### config.mk
export PLATFORM = sky130hd
export DESIGN_NAME = serial_frame_deframer_checksum_unit
export DESIGN_NICKNAME = d
export VERILOG_FILES = /design/src/rtl/sfd_pkg.sv /design/src/rtl/serial_frame_deframer_checksum_unit.sv /design/src/rtl/sfd_frame_fsm.sv
export SDC_FILE = /design/constraint.sdc
export NUM_CORES = 1
export LEC_CHECK = 0
export BUFFER_PORTS_ARGS = -buffer_cell sky130_fd_sc_hd__clkbuf_2
export CAP_MARGIN = 20
export CORE_UTILIZATION = 32
export DETAILED_ROUTE_END_ITERATION = 8
export GPL_TIMING_DRIVEN = 0
export HOLD_SLACK_MARGIN = 0.06
export PLACE_DENSITY = 0.5
export SLEW_MARGIN = 0
export SYNTH_ARGS = -nofsm -noshare
export SYNTH_HDL_FRONTEND = slang
export SYNTH_SLANG_ARGS = --single-unit
### constraint.sdc
create_clock -name clock -period 5.6 [get_ports clock]
set_input_delay 1.12 -clock clock [delete_from_list [all_inputs] [get_ports clock]]
set_output_delay 1.12 -clock clock [all_outputs]
set_load 0.03 [all_outputs]
### src/rtl/sfd_pkg.sv
// shared types and constants for the serial frame deframer with checksum
// no dependencies; imported by sfd_frame_fsm and serial_frame_deframer_checksum_unit
`default_nettype none

package sfd_pkg;

   localparam int unsigned BYTE_WIDTH      = 8;
   localparam int unsigned SUM_WIDTH       = 16;
   localparam int unsigned CSR_INDEX_WIDTH = 2;

   localparam logic [CSR_INDEX_WIDTH-1:0] CSR_FIRST_SIGNATURE  = 2'd0;
   localparam logic [CSR_INDEX_WIDTH-1:0] CSR_SECOND_SIGNATURE = 2'd1;

   localparam logic [BYTE_WIDTH-1:0] FIRST_SIGNATURE_RESET  = 8'h55;
   localparam logic [BYTE_WIDTH-1:0] SECOND_SIGNATURE_RESET = 8'hAA;

   localparam logic [SUM_WIDTH-1:0] CHECKSUM_INVERT = 16'hFFFF;

   localparam logic [BYTE_WIDTH-1:0] CURSOR_SOURCE   = 8'd0;
   localparam logic [BYTE_WIDTH-1:0] CURSOR_COMMAND  = 8'd1;
   localparam logic [BYTE_WIDTH-1:0] CURSOR_ARGUMENT = 8'd2;
   localparam logic [BYTE_WIDTH-1:0] HEADER_BYTES    = 8'd3;
   localparam logic [BYTE_WIDTH-1:0] MIN_LENGTH      = 8'd2;

   localparam logic KIND_PAYLOAD = 1'b0;
   localparam logic KIND_FRAME   = 1'b1;

   typedef enum logic [1:0] {
      STATUS_OK        = 2'd0,
      STATUS_CHECKSUM  = 2'd1,
      STATUS_MALFORMED = 2'd2
   } status_type;

   typedef enum logic [2:0] {
      PH_HUNT_FIRST  = 3'd0,
      PH_HUNT_SECOND = 3'd1,
      PH_LENGTH      = 3'd2,
      PH_BODY        = 3'd3,
      PH_CHECK_LOW   = 3'd4,
      PH_CHECK_HIGH  = 3'd5
   } phase_type;

   typedef struct packed {
      logic                  kind;
      logic [BYTE_WIDTH-1:0] data_byte;
      logic [BYTE_WIDTH-1:0] payload_index;
      logic [BYTE_WIDTH-1:0] frame_source;
      logic [BYTE_WIDTH-1:0] frame_command;
      logic [BYTE_WIDTH-1:0] frame_argument;
      logic [BYTE_WIDTH-1:0] payload_count;
      status_type            status;
      logic                  frame_last;
   } result_type;

   typedef struct packed {
      logic [BYTE_WIDTH-1:0] first_signature;
      logic [BYTE_WIDTH-1:0] second_signature;
   } signature_type;

endpackage

`default_nettype wire

### src/rtl/serial_frame_deframer_checksum_unit.sv
// top level of the serial frame deframer: signature registers, frame fsm, result register
// depends on sfd_pkg and sfd_frame_fsm
//
//  channel  direction  handshake            payload
//  req      in         req_valid/req_ready  req_rx_byte
//  rsp      out        rsp_valid/rsp_ready  kind, data, index, header, count, status, last
//  csr      in         csr_write_enable     csr_index, csr_write_data
//
// one word is accepted per cycle while no stalled result holds intake back; the result, if any, shows in the next cycle
// the output register lets a new word in while its result is taken the same cycle
// a stalled result holds intake back only while it is not being taken
// synchronous reset clears the phase, the cursor and the output valid
// signatures reset to 0x55 and 0xaa
`default_nettype none

module serial_frame_deframer_checksum_unit (
   input  wire logic                              clock,
   input  wire logic                              reset,
   input  wire logic                              req_valid,
   output logic                                   req_ready,
   input  wire logic [sfd_pkg::BYTE_WIDTH-1:0]      req_rx_byte,
   output logic                                   rsp_valid,
   input  wire logic                              rsp_ready,
   output logic                                   rsp_kind,
   output logic [sfd_pkg::BYTE_WIDTH-1:0]           rsp_data_byte,
   output logic [sfd_pkg::BYTE_WIDTH-1:0]           rsp_payload_index,
   output logic [sfd_pkg::BYTE_WIDTH-1:0]           rsp_frame_source,
   output logic [sfd_pkg::BYTE_WIDTH-1:0]           rsp_frame_command,
   output logic [sfd_pkg::BYTE_WIDTH-1:0]           rsp_frame_argument,
   output logic [sfd_pkg::BYTE_WIDTH-1:0]           rsp_payload_count,
   output logic [1:0]                             rsp_status,
   output logic                                   rsp_frame_last,
   input  wire logic                              csr_write_enable,
   input  wire logic [sfd_pkg::CSR_INDEX_WIDTH-1:0] csr_index,
   input  wire logic [sfd_pkg::BYTE_WIDTH-1:0]      csr_write_data
);
   import sfd_pkg::*;

   signature_type signatures_ff;
   result_type    result;
   result_type    rsp_data_ff;
   logic          rsp_valid_ff;
   logic          produced;
   logic          step;

   assign req_ready = !rsp_valid_ff || rsp_ready;
   assign step      = req_valid && req_ready;

   always_ff @(posedge clock) begin
      if (reset) begin
         signatures_ff.first_signature  <= FIRST_SIGNATURE_RESET;
         signatures_ff.second_signature <= SECOND_SIGNATURE_RESET;
      end else if (csr_write_enable) begin
         unique case (csr_index)
            CSR_FIRST_SIGNATURE:  signatures_ff.first_signature  <= csr_write_data;
            CSR_SECOND_SIGNATURE: signatures_ff.second_signature <= csr_write_data;
            default: ;
         endcase
      end
   end

   sfd_frame_fsm u_frame_fsm (
      .clock      (clock),
      .reset      (reset),
      .step       (step),
      .rx_byte    (req_rx_byte),
      .signatures (signatures_ff),
      .result     (result),
      .produced   (produced)
   );

   always_ff @(posedge clock) begin
      if (reset) begin
         rsp_valid_ff <= 1'b0;
      end else if (step && produced) begin
         rsp_valid_ff <= 1'b1;
      end else if (rsp_ready) begin
         rsp_valid_ff <= 1'b0;
      end
   end

   always_ff @(posedge clock) begin
      if (step && produced) begin
         rsp_data_ff <= result;
      end
   end

   assign rsp_valid          = rsp_valid_ff;
   assign rsp_kind           = rsp_data_ff.kind;
   assign rsp_data_byte      = rsp_data_ff.data_byte;
   assign rsp_payload_index  = rsp_data_ff.payload_index;
   assign rsp_frame_source   = rsp_data_ff.frame_source;
   assign rsp_frame_command  = rsp_data_ff.frame_command;
   assign rsp_frame_argument = rsp_data_ff.frame_argument;
   assign rsp_payload_count  = rsp_data_ff.payload_count;
   assign rsp_status         = rsp_data_ff.status;
   assign rsp_frame_last     = rsp_data_ff.frame_last;

`ifndef SYNTHESIS
   a_reset_clears_valid: assert property (@(posedge clock) reset |=> !rsp_valid)
      else $error("result valid after reset");
   a_last_matches_kind: assert property (@(posedge clock) disable iff (reset)
      rsp_valid |-> (rsp_frame_last == rsp_kind))
      else $error("frame_last and kind disagree");
   a_frame_zero_payload: assert property (@(posedge clock) disable iff (reset)
      (rsp_valid && rsp_frame_last) |-> (rsp_data_byte == '0 && rsp_payload_index == '0))
      else $error("frame result carries payload fields");
   a_payload_zero_header: assert property (@(posedge clock) disable iff (reset)
      (rsp_valid && !rsp_frame_last) |-> (rsp_status == STATUS_OK && rsp_payload_count == '0))
      else $error("payload result carries frame fields");
   a_status_legal: assert property (@(posedge clock) disable iff (reset)
      rsp_valid |-> (rsp_status != 2'd3))
      else $error("illegal status code");
   a_new_result_on_step: assert property (@(posedge clock) disable iff (reset)
      (step && produced) |=> rsp_valid)
      else $error("produced result was lost");
`endif

endmodule

`default_nettype wire

### src/rtl/sfd_frame_fsm.sv
// frame state machine: preamble hunt, length, body, checksum, result per payload byte and per frame
// depends on sfd_pkg
`default_nettype none

module sfd_frame_fsm (
   input  wire logic                         clock,
   input  wire logic                         reset,
   input  wire logic                         step,
   input  wire logic [sfd_pkg::BYTE_WIDTH-1:0] rx_byte,
   input  wire sfd_pkg::signature_type       signatures,
   output sfd_pkg::result_type               result,
   output logic                              produced
);
   import sfd_pkg::*;

   phase_type             phase_ff, phase_in;
   logic [BYTE_WIDTH-1:0] frame_length_ff, frame_length_in;
   logic [BYTE_WIDTH-1:0] body_cursor_ff, body_cursor_in;
   logic [SUM_WIDTH-1:0]  running_sum_ff, running_sum_in;
   logic [BYTE_WIDTH-1:0] held_source_ff, held_source_in;
   logic [BYTE_WIDTH-1:0] held_command_ff, held_command_in;
   logic [BYTE_WIDTH-1:0] held_argument_ff, held_argument_in;
   logic [BYTE_WIDTH-1:0] checksum_low_ff, checksum_low_in;

   logic [SUM_WIDTH-1:0]  sum_next;
   logic [SUM_WIDTH-1:0]  checksum_got;
   logic [SUM_WIDTH-1:0]  checksum_want;
   logic                  short_length;

   always_ff @(posedge clock) begin
      if (reset) begin
         phase_ff       <= PH_HUNT_FIRST;
         body_cursor_ff <= '0;
      end else if (step) begin
         phase_ff       <= phase_in;
         body_cursor_ff <= body_cursor_in;
      end
   end

   always_ff @(posedge clock) begin
      if (step) begin
         frame_length_ff  <= frame_length_in;
         running_sum_ff   <= running_sum_in;
         held_source_ff   <= held_source_in;
         held_command_ff  <= held_command_in;
         held_argument_ff <= held_argument_in;
         checksum_low_ff  <= checksum_low_in;
      end
   end

   assign sum_next      = running_sum_ff + {{(SUM_WIDTH-BYTE_WIDTH){1'b0}}, rx_byte};
   assign checksum_got  = {rx_byte, checksum_low_ff};
   assign checksum_want = running_sum_ff ^ CHECKSUM_INVERT;
   assign short_length  = frame_length_ff < MIN_LENGTH;

   always_comb begin
      phase_in         = phase_ff;
      frame_length_in  = frame_length_ff;
      body_cursor_in   = body_cursor_ff;
      running_sum_in   = running_sum_ff;
      held_source_in   = held_source_ff;
      held_command_in  = held_command_ff;
      held_argument_in = held_argument_ff;
      checksum_low_in  = checksum_low_ff;
      result           = '0;
      produced         = 1'b0;
      unique case (phase_ff)
         PH_HUNT_SECOND: begin
            phase_in = (rx_byte == signatures.second_signature) ? PH_LENGTH : PH_HUNT_FIRST;
         end
         PH_LENGTH: begin
            frame_length_in  = rx_byte;
            running_sum_in   = {{(SUM_WIDTH-BYTE_WIDTH){1'b0}}, rx_byte};
            body_cursor_in   = '0;
            held_source_in   = '0;
            held_command_in  = '0;
            held_argument_in = '0;
            phase_in         = PH_BODY;
         end
         PH_BODY: begin
            running_sum_in = sum_next;
            if (body_cursor_ff == CURSOR_SOURCE) begin
               held_source_in = rx_byte;
            end else if (body_cursor_ff == CURSOR_COMMAND) begin
               held_command_in = rx_byte;
            end else if (body_cursor_ff == CURSOR_ARGUMENT) begin
               held_argument_in = rx_byte;
            end else begin
               result.kind          = KIND_PAYLOAD;
               result.data_byte     = rx_byte;
               result.payload_index = body_cursor_ff - HEADER_BYTES;
               produced             = 1'b1;
            end
            if (body_cursor_ff == frame_length_ff) begin
               phase_in = PH_CHECK_LOW;
            end
            body_cursor_in = body_cursor_ff + 8'd1;
         end
         PH_CHECK_LOW: begin
            checksum_low_in = rx_byte;
            phase_in        = PH_CHECK_HIGH;
         end
         PH_CHECK_HIGH: begin
            result.kind           = KIND_FRAME;
            result.frame_source   = held_source_ff;
            result.frame_command  = held_command_ff;
            result.frame_argument = held_argument_ff;
            result.payload_count  = short_length ? '0 : frame_length_ff - MIN_LENGTH;
            if (short_length) begin
               result.status = STATUS_MALFORMED;
            end else if (checksum_got != checksum_want) begin
               result.status = STATUS_CHECKSUM;
            end else begin
               result.status = STATUS_OK;
            end
            result.frame_last = 1'b1;
            produced          = 1'b1;
            phase_in          = PH_HUNT_FIRST;
         end
         default: begin
            phase_in = (rx_byte == signatures.first_signature) ? PH_HUNT_SECOND : PH_HUNT_FIRST;
         end
      endcase
   end

endmodule

`default_nettype wire

### Word level (Yosys, flattened, before mapping)

Index checks and enable logic that the tools add are counted.

| storage, ports and cells | value |
|---|---|
| bits in registers | 136 |
| bits in latches | 0 |
| bits in writable memories | 0 |
| ROM bits | 0 |
| input port bits | 23 |
| output and inout port bits | 54 |
| logic and storage cells | 94 |
| memories kept | 0 |

| cells by class | value |
|---|---|
| $add $sub $neg | 4 |
| multipliers | 0 |
| div/mod/pow operators | 0 |
| order comparisons | 1 |
| eq/ne operators | 18 |
| shift operators | 0 |
| multiplexer cells | 28 |
| bitwise logic cells | 3 |
| reductions and logical operators | 19 |

Operator list:

| operator | count |
|---|---|
| 8-bit case mux with 2 select lines | 4 |
| 8-bit 2-to-1 mux | 6 |
| 17-bit 2-to-1 mux | 2 |
| 16-bit case mux with 2 select lines | 1 |
| 8-bit == test | 3 |
| 16-bit by 8-bit adder with 16-bit output | 1 |
| 16-bit 2-to-1 mux | 1 |
| 16-bit inequality test | 1 |
| 16-bit inverter | 1 |
| 8-bit by 2-bit subtractor with 8-bit output, second input constant | 2 |
| 3-bit case mux with 5 select lines | 1 |
| 2-bit AND reduction | 6 |
| 8-bit by 1-bit adder with 8-bit output, second input constant | 1 |
| 8-bit by 1-bit == test with 1-bit output, second input constant | 1 |
| 8-bit by 2-bit == test with 1-bit output, second input constant | 1 |
| 8-bit logical NOT | 1 |
| 8-bit by 2-bit less-than comparator with 1-bit output, second input constant | 1 |
| 1-bit 2-to-1 mux | 8 |
| 2-bit by 1-bit inequality test with 1-bit output, second input constant | 4 |
| 3-bit by 2-bit == test with 1-bit output, second input constant | 2 |
| 3-bit == test, second input constant | 2 |
| 5-bit AND reduction | 1 |
| 2-bit 2-to-1 mux | 2 |
| 2-bit inequality test, second input constant | 2 |
| 14 further kinds | 18 |

### Longest topological paths before layout

Gate-level depths: netlist of the first run.

| depth | value |
|---|---|
| depth in word-level cells | 7 |
| mapped depth | 8 |
| depth with buffers taken out | 8 |

### Hierarchy

Synthesis of the first run repeated with hierarchy kept, for this count alone.

| second synthesis, totals | value |
|---|---|
| cells, all modules | 522 |
| area total of the unflattened synthesis | 6311.1 um2 |

Modules (own cells, without submodules):

| module | instances | cells each | area an instance (um2) | sequential area each (um2) |
|---|---|---|---|---|
| sfd_frame_fsm | 1 | 393 | 4007.6 | 1901.8 |
| serial_frame_deframer_checksum_unit | 1 | 129 | 2303.5 | 1901.8 |

### Least setup slack after synthesis of the first run

Ideal clock, no wire load.

| timing path | value |
|---|---|
| kind | register to register |
| from | register u_frame_fsm.body_cursor_ff[0] |
| to | register rsp_data_ff (netlist bit rsp_data_byte[0]) (enable) |
| library setup time | 460 ps |
| arrival | 3737 ps |
| data required time | 5140 ps |
| setup slack | 1403 ps |
| cell stages (with the launch flop) | 8 |
| buffers on the path | 1 |
| clock period less this slack | 4197 ps |
| cell sequence | dfxtp_1 clkbuf_1 inv_1 ha_1 or3_1 a21oi_2 nor2_1 nor2_1 |

| between the ends | value |
|---|---|
| cells in the longest elaborated chain, start to end | 6 |
| elaborated cells between the ends (all ways) | 8 |
| those cells by class | eq/ne (2); mux (4); reduce/logical (2) |

RTL lines:

| element | RTL line | RTL |
|---|---|---|
| start, declared | sfd_frame_fsm.sv:18 | `logic [BYTE_WIDTH-1:0] body_cursor_ff, body_cursor_in;` |
| start signal, assigned | sfd_frame_fsm.sv:36 | `body_cursor_ff <= body_cursor_in;` |
| 8-bit by 2-bit == test with 1-bit output | sfd_frame_fsm.sv:86 | `end else if (body_cursor_ff == CURSOR_ARGUMENT) begin` |
| 1-bit 2-to-1 mux | sfd_frame_fsm.sv:86 |  |
| 1-bit 2-to-1 mux | sfd_frame_fsm.sv:84 | `end else if (body_cursor_ff == CURSOR_COMMAND) begin` |
| 1-bit 2-to-1 mux * | sfd_frame_fsm.sv:82 | `if (body_cursor_ff == CURSOR_SOURCE) begin` |
| 1-bit case mux with 2 select lines * | sfd_frame_fsm.sv:67 | `unique case (phase_ff)` |
| 1-bit logical AND * | serial_frame_deframer_checksum_unit.sv:83 | `if (step && produced) begin` |
| end signal, assigned | serial_frame_deframer_checksum_unit.sv:84 | `rsp_data_ff <= result;` |
| end, declared | serial_frame_deframer_checksum_unit.sv:41 | `result_type rsp_data_ff;` |

Mark *: on every way between the ends. The rest lies on a longest branch, timed or not.
A chain may end at the register's enable or synchronous reset.

### Worst setup path in the final report of the first run

| timing path | value |
|---|---|
| from | register u_frame_fsm.body_cursor_ff[0] |
| to | register rsp_data_ff (netlist bit rsp_payload_index[2]) (enable) |

The elaborated chain is that of the path after synthesis.

==> impl_metrics.toml, run 1 <==
[sta]
rsz0062_at_grt = "no"
hold_viol = 0
slew_headroom = 0.366
setup_ws_ns = 2.61
skew_ns = 0.0125
drv_slew = 0
setup_tns_ns = 0
clock.fmax_mhz = 335
period_needed_ns = 2.99
setup_viol = 0
worst_slew_pin_slew_ns = 0.952
finalCritPeriodShare = 0.533

[clocking]
cts-resized-gates = 0
ctsHoldBuffers = 0
cts_tree = "done"
cts.path.max_buffers = 2
htree_levels = 4
clockRootBuffer = "clkbuf_16"
clk_latency_ns = 0.43
post_cts_buffers = 0
cts_buffers = 17
clkTransAtPathRegs_ns = 0.07
cts_sinks = 135

[synthesis]
synth_fa_ha_area_frac = 0.0290
synth_warnings = 0
ys_types = 62
synthCells = 515
synthMuxAreaShare = 0.0145
netlist_area_um2 = 6290
ys_seq_area_frac = 0.600
synth_top_family_by_area = "simple AND/OR/NAND/NOR gates"
ys_ff_latch = 135
synth_simple_gate_area_frac = 0.152
yosysTopAreaCellShare = 0.511
synthTopCellsByArea = "edfxtp_1 51%, dfxtp_1 8.9%, xor2_1 5.0%"
avgSynthCellArea_um2 = 12.2
synth-compound-area-share = 0.0771
syn_nets = 552
yosysTopAreaCell = "edfxtp_1"
synth_xor_area_frac = 0.0847

[power_and_ir_drop]
power_w = 0.00231
p_leak_nw = 2.98
ir_worst_vdd_uv = 191
power_frac_clock = 0.494
swShare = 0.226
seqPwrFrac = 0.467
comb_power_share = 0.039
powerDensity_nw_per_um2 = 302
p_int_w = 0.00179
power_switching_w = 0.000522

[die]
core_area_um2 = 19000
die_area_um2 = 20200
fp.dieH_um = 142
io_pins = 77
start_util = 0.331
row_count = 50
fp.dieW_um = 142

[cells_and_area]
layout-drive-gt1-share = 0.234
utilization = 0.402
final_cell_mix = "107 x edfxtp_1, 78 x clkbuf_2, 49 x nor2_1"
layout.cells.most_common = "edfxtp_1"
area_growth_pct = 21.4
nets = 648
antenna_cells = 0

[placed_design]
io_buffer_count = 76
gp_congestion = 0.827
dp_hpwl_mm = 10.5
pre_cts_ws_ns = 2.26

[setup_path]
crit_path_max_fanout = 36
cp-start-kind = "register"
cp.required_ns = 5.72
r2r_cells = 8
r2r-end = "rsp_payload_index[2]"
crit_arrival_ns = 3.10
ff2ff_setup_slack_ns = 2.61
worstReg2RegStart = "u_frame_fsm.body_cursor_ff[0]"
end_kind = "register"
worstSetupPathType = "register to register"

[global_route]
grt_max_degree = 37
grt_pass1_wl_mm = 22.6
grt_use_total = 0.150
grt-ovfl-total = 0
grt_pass1_vias = 4043
antenna_found_initial = 0

[drt]
wl_per_cell_um = 16.2
first_pass_iters = 4
totalWireLength_mm = 14.3
drtIter0Drc = 351
routed_via_density = 4.68
via_count = 4134
drc = 0
ant_nets = 0

[outcome]
status = "finished, final reports clean"

[hold_path]
min_path_type = "register to register"
worstHoldPathCells = 1
holdCritStartpoint = "signatures_ff[1]"
hold_end = "signatures_ff[1]"

[flow_run]
drv_cap = 0
-- cells in the mapped netlist (all sizes together) --
| library cell | instances |
|---|---|
| a2111o | 3 |
| a2111oi | 1 |
| a211o | 8 |
| a211oi | 2 |
| a21o | 4 |
| a21oi | 21 |
| a221o | 1 |
| a221oi | 1 |
| a311oi | 1 |
| a31o | 3 |
| a31oi | 2 |
| and2 | 33 |
| and3 | 10 |
| buf | 16 |
| bufbuf | 1 |
| clkbuf | 13 |
| dfxtp | 28 |
| edfxtp | 107 |
| fa | 1 |
| ha | 13 |
| inv | 17 |
| mux2 | 1 |
| mux2i | 8 |
| nand2 | 31 |
| nand2b | 3 |
| nand3 | 7 |
| nand3b | 2 |
| nand4 | 11 |
| nor2 | 50 |
| nor2b | 7 |
| nor3 | 6 |
| nor3b | 3 |
| nor4 | 6 |
| o21a | 2 |
| o21ai | 18 |
| o21bai | 1 |
| o31a | 1 |
| o31ai | 2 |
| or2 | 1 |
| or2b | 1 |
| or3 | 5 |
| or4 | 3 |
| xnor2 | 23 |
| xor2 | 37 |
-- layer usage --
layer | routed length [um] | part of all wire | global-route usage | vias to the layer above
met3 | 721 | 0.050 | 0.0363 | 18
met2 | 6570 | 0.46 | 0.234 | 105
li1 | - | - | - | 2027
met1 | 6790 | 0.47 | 0.201 | 1984
met5 | 0 | 0 | 0 | -
met4 | 253 | 0.018 | 0.0617 | 0
-- layout make-up --
type,count,area [um2]
clock inverters,15,181
clock buffers,17,425
repair buffers,77,400
well taps,260,325
flip-flops and latches,135,3770
plain buffers,30,205
fillers,1881,11400
multi-input cells,333,2260
inverters,17,63.8
-- per-stage QoR --
| stage | instance area [um2] | hold slack (ns) | cells |
|---|---|---|---|
| 2_1_floorplan | 6290 | 0.456 | 515 |
| 3_3_place_gp | 7000 | 0.468 | 851 |
| 3_5_place_dp | 7030 | 0.472 | 852 |
| 4_1_cts | 7640 | 0.488 | 884 |
| 5_1_grt | 7640 | 0.506 | 884 |
| 6_report | 7640 | 0.486 | 884 |
-- flip-flops by register name (all words and copies together) (netlist names) --
name and flops:
rsp_data_byte 8, rsp_frame_argument 8, rsp_frame_command 8, rsp_frame_last 1
rsp_frame_source 8, rsp_payload_count 8, rsp_payload_index 8, rsp_status 2
rsp_valid 1, signatures_ff 16, u_frame_fsm.body_cursor_ff 8, u_frame_fsm.checksum_low_ff 8
u_frame_fsm.frame_length_ff 8, u_frame_fsm.held_argument_ff 8, u_frame_fsm.held_command_ff 8, u_frame_fsm.held_source_ff 8
u_frame_fsm.phase_ff 3, u_frame_fsm.running_sum_ff 16
-- power by group through the flow --
stage                     clock (W)  combinational [W]  sequential (W)
after floorplan                   0          0.0000581         0.00110
after global placement            0          0.0000884         0.00110
after detailed placement          0          0.0000901         0.00110
after CTS                   0.00117          0.0000906         0.00108
after global routing        0.00120          0.0000982         0.00108
final                       0.00114          0.0000897         0.00108
-- worst max-delay path, cell delays in order, from the launching register on --
cell and delay (ns):
dfxtp_1 0.37, clkbuf_1 0.32, inv_1 0.11, ha_1 0.25
or3_1 0.40, a21oi_2 0.37, nor2_1 0.13, nor2_4 0.43
buf_12 0.28
-- kinds of logic (layout without fill, tap and decap cells) --
group | Yosys count | after routing
buf+inv | 47 | 156
xor+xnor | 60 | 60
fa+ha+maj | 14 | 14
compound gates | 71 | 71
flops | 135 | 135
simple gates | 179 | 179
mux | 9 | 9
-- worst max-delay path by stage --
stage                                   from                        endpoint  slack [ns]
2_1_floorplan  u_frame_fsm.body_cursor_ff[0]                rsp_data_byte[0]        1.40
3_5_place_dp                  req_rx_byte[1]  u_frame_fsm.running_sum_ff[10]        2.26
4_1_cts        u_frame_fsm.body_cursor_ff[0]            rsp_payload_index[7]        2.59
5_1_grt        u_frame_fsm.body_cursor_ff[0]            rsp_payload_index[6]        2.37
6_report       u_frame_fsm.body_cursor_ff[0]            rsp_payload_index[2]        2.61
3_3_place_gp   u_frame_fsm.body_cursor_ff[0]            rsp_payload_index[7]        0.36
Note: power is estimated with default switching activity, not from simulation.
==> run 2: changes to the inputs <==
==> constraint.sdc (replaced) <==
create_clock -name clock -period 2.9 [get_ports clock]
set_input_delay 0.58 -clock clock [delete_from_list [all_inputs] [get_ports clock]]
set_output_delay 0.58 -clock clock [all_outputs]
set_load 0.03 [all_outputs]
==> run 2 against run 1 <==
  * Non-clock buffer count grew 2
  * Cell count rose by 0.23%
  * Hold slack worse by 0.11 ns
  * Fmax up 12%
  * First-iteration DRC count decreased by 28%
  * Clock skew shrank 0.0038 ns
  * Critical endpoint is now rsp_payload_index[5]
  * Largest power group is now registers
  * Highest routed layer unchanged
==> impl_metrics.toml, run 2 (synthesized netlist as in run 1, its figures left out) <==
[sta]
hold_viol = 0
period_needed_ns = 2.67
skew_ns = 0.00865
drv_slew = 0
setup_tns_ns = 0
worst_slew_pin_slew_ns = 0.985
clock.fmax_mhz = 374
finalCritPeriodShare = 0.921
setup_viol = 0
slew_headroom = 0.343
rsz0062_at_grt = "no"

[drt]
totalWireLength_mm = 14.3
wl_per_cell_um = 16.1
first_pass_iters = 4
ant_nets = 0
via_count = 4155
drtIter0Drc = 252
drc = 0
routed_via_density = 4.69

[clocking]
clk_latency_ns = 0.42
cts_tree = "done"
cts_buffers = 17
clkTransAtPathRegs_ns = 0.06
cts-resized-gates = 0
clockRootBuffer = "clkbuf_16"
htree_levels = 4
cts_sinks = 135
cts.path.max_buffers = 2

[power_and_ir_drop]
p_leak_nw = 2.96
power_w = 0.00424
ir_worst_vdd_uv = 385
powerDensity_nw_per_um2 = 558

[placed_design]
dp.cells = 852
dp_hpwl_mm = 10.5
gp_congestion = 0.846
place_area_um2 = 7030
io_buffer_count = 76

[global_route]
grt_pass1_wl_mm = 22.7
grt_max_degree = 38
grt-ovfl-total = 0
grt_pass1_vias = 4098
grt_use_total = 0.151
antenna_found_initial = 1

[cells_and_area]
layout-drive-gt1-share = 0.232
final_cell_mix = "107 x edfxtp_1, 78 x clkbuf_2, 49 x nor2_1"
fillerInstances = 1857
design_area_um2 = 7590
area_growth_pct = 20.6
top_regs = "signatures_ff x16, u_frame_fsm.running_sum_ff x16"
nets = 650
finalNonFillerCells = 886
layout.cells.most_common = "edfxtp_1"
antenna_cells = 0

[setup_path]
cp_slowest_cell = "or3_1"
cp.required_ns = 3.01
end_kind = "register"
cp_cell_sequence = "clkbuf_1 > inv_1 > ha_1 > or3_1 > a21oi_2 > nor2_1 > nor2_4 > buf_12"
crit_arrival_ns = 2.78
cp-start-kind = "register"
max_stage_delay_ns = 0.39
worstSetupPathType = "register to register"
crit_path_max_fanout = 37
r2r_cells = 8

[hold_path]
min_path_type = "primary input to register"
worstHoldPathCells = 2

[die]
die_area_um2 = 20200
row_count = 50
fp.dieH_um = 142
core_area_um2 = 19000
io_pins = 77
fp.dieW_um = 142
start_util = 0.331

[flow_run]
drv_cap = 0

[outcome]
status = "finished, final reports clean"
==> run 2: cell count changes in the layout (fill, tap and decap cells not counted) <==
| cell | delta |
|---|---|
| inv_6 | +4 |
| bufinv_16 | -2 |
| clkinvlp_4 | -1 |
| clkbuf_1 | +1 |
| clkinv_1 | +2 |
| inv_8 | -4 |
| buf_4 | +2 |
==> run 2: timing repair <==
action | 4_1_cts | 5_1_grt
hold buffers | 0 | 0
buffers inserted | 2 | 0
setup endpoints to repair | 37 | 0
==> run 2: path summary, 6_finish.rpt <==
path                            slack [ns]                   end                          start
worst min register to register        0.50      signatures_ff[3]               signatures_ff[3]
worst max register to register        0.23  rsp_payload_index[5]  u_frame_fsm.body_cursor_ff[0]
worst min-delay path                  0.38     signatures_ff[10]              csr_write_data[2]
worst max-delay path                  0.23  rsp_payload_index[5]  u_frame_fsm.body_cursor_ff[0]
==> run 2: metal layers <==
layer / vias to the layer above / GRT usage / wire [um]
li1: 2028 / - / -
met1: 1985 / 0.199 / 6700
met2: 123 / 0.239 / 6520
met3: 19 / 0.0414 / 850
met4: 0 / 0.0515 / 211
met5: - / 0 / 0
==> run 2: layout make-up <==
class	count	area [um2]	share of cell area
timing repair buffer	79	415	0.0547
multi-input combinational	333	2260	0.298
sequential	135	3770	0.497
buffer	30	205	0.0270
clock inverter	14	111	0.0147
clock buffer	18	429	0.0566
inverter	17	63.8	0.00841
tap	260	325	0.0429
==> run 2: power by group <==
| group | switching [W] | internal [W] |
|---|---|---|
| registers | 0.00000716 | 0.00208 |
| logic | 0.0000967 | 0.0000739 |
| clock network | 0.000870 | 0.00111 |
| total | 0.000974 | 0.00326 |
==> run 2: worst max-delay path: cells and delay by family (launching register included) <==
family / cells / cell delay, ns
adders and majority gates: 1 / 0.25
AOI/OAI and AO/OA: 1 / 0.36
buffers and inverters: 3 / 0.67
and+or+nand+nor: 3 / 0.70
DFF: 1 / 0.36
==> run 2: through the flow <==
step,util,setup slack (ns),hold slack (ns)
final,0.399,0.228,0.378
after global routing,0.399,0.0222,0.379
after CTS,0.399,0.224,0.366
after detailed placement,0.370,-0.0501,0.481
after global placement,0.368,-0.443,0.472
after floorplan,-,0.0969,0.456
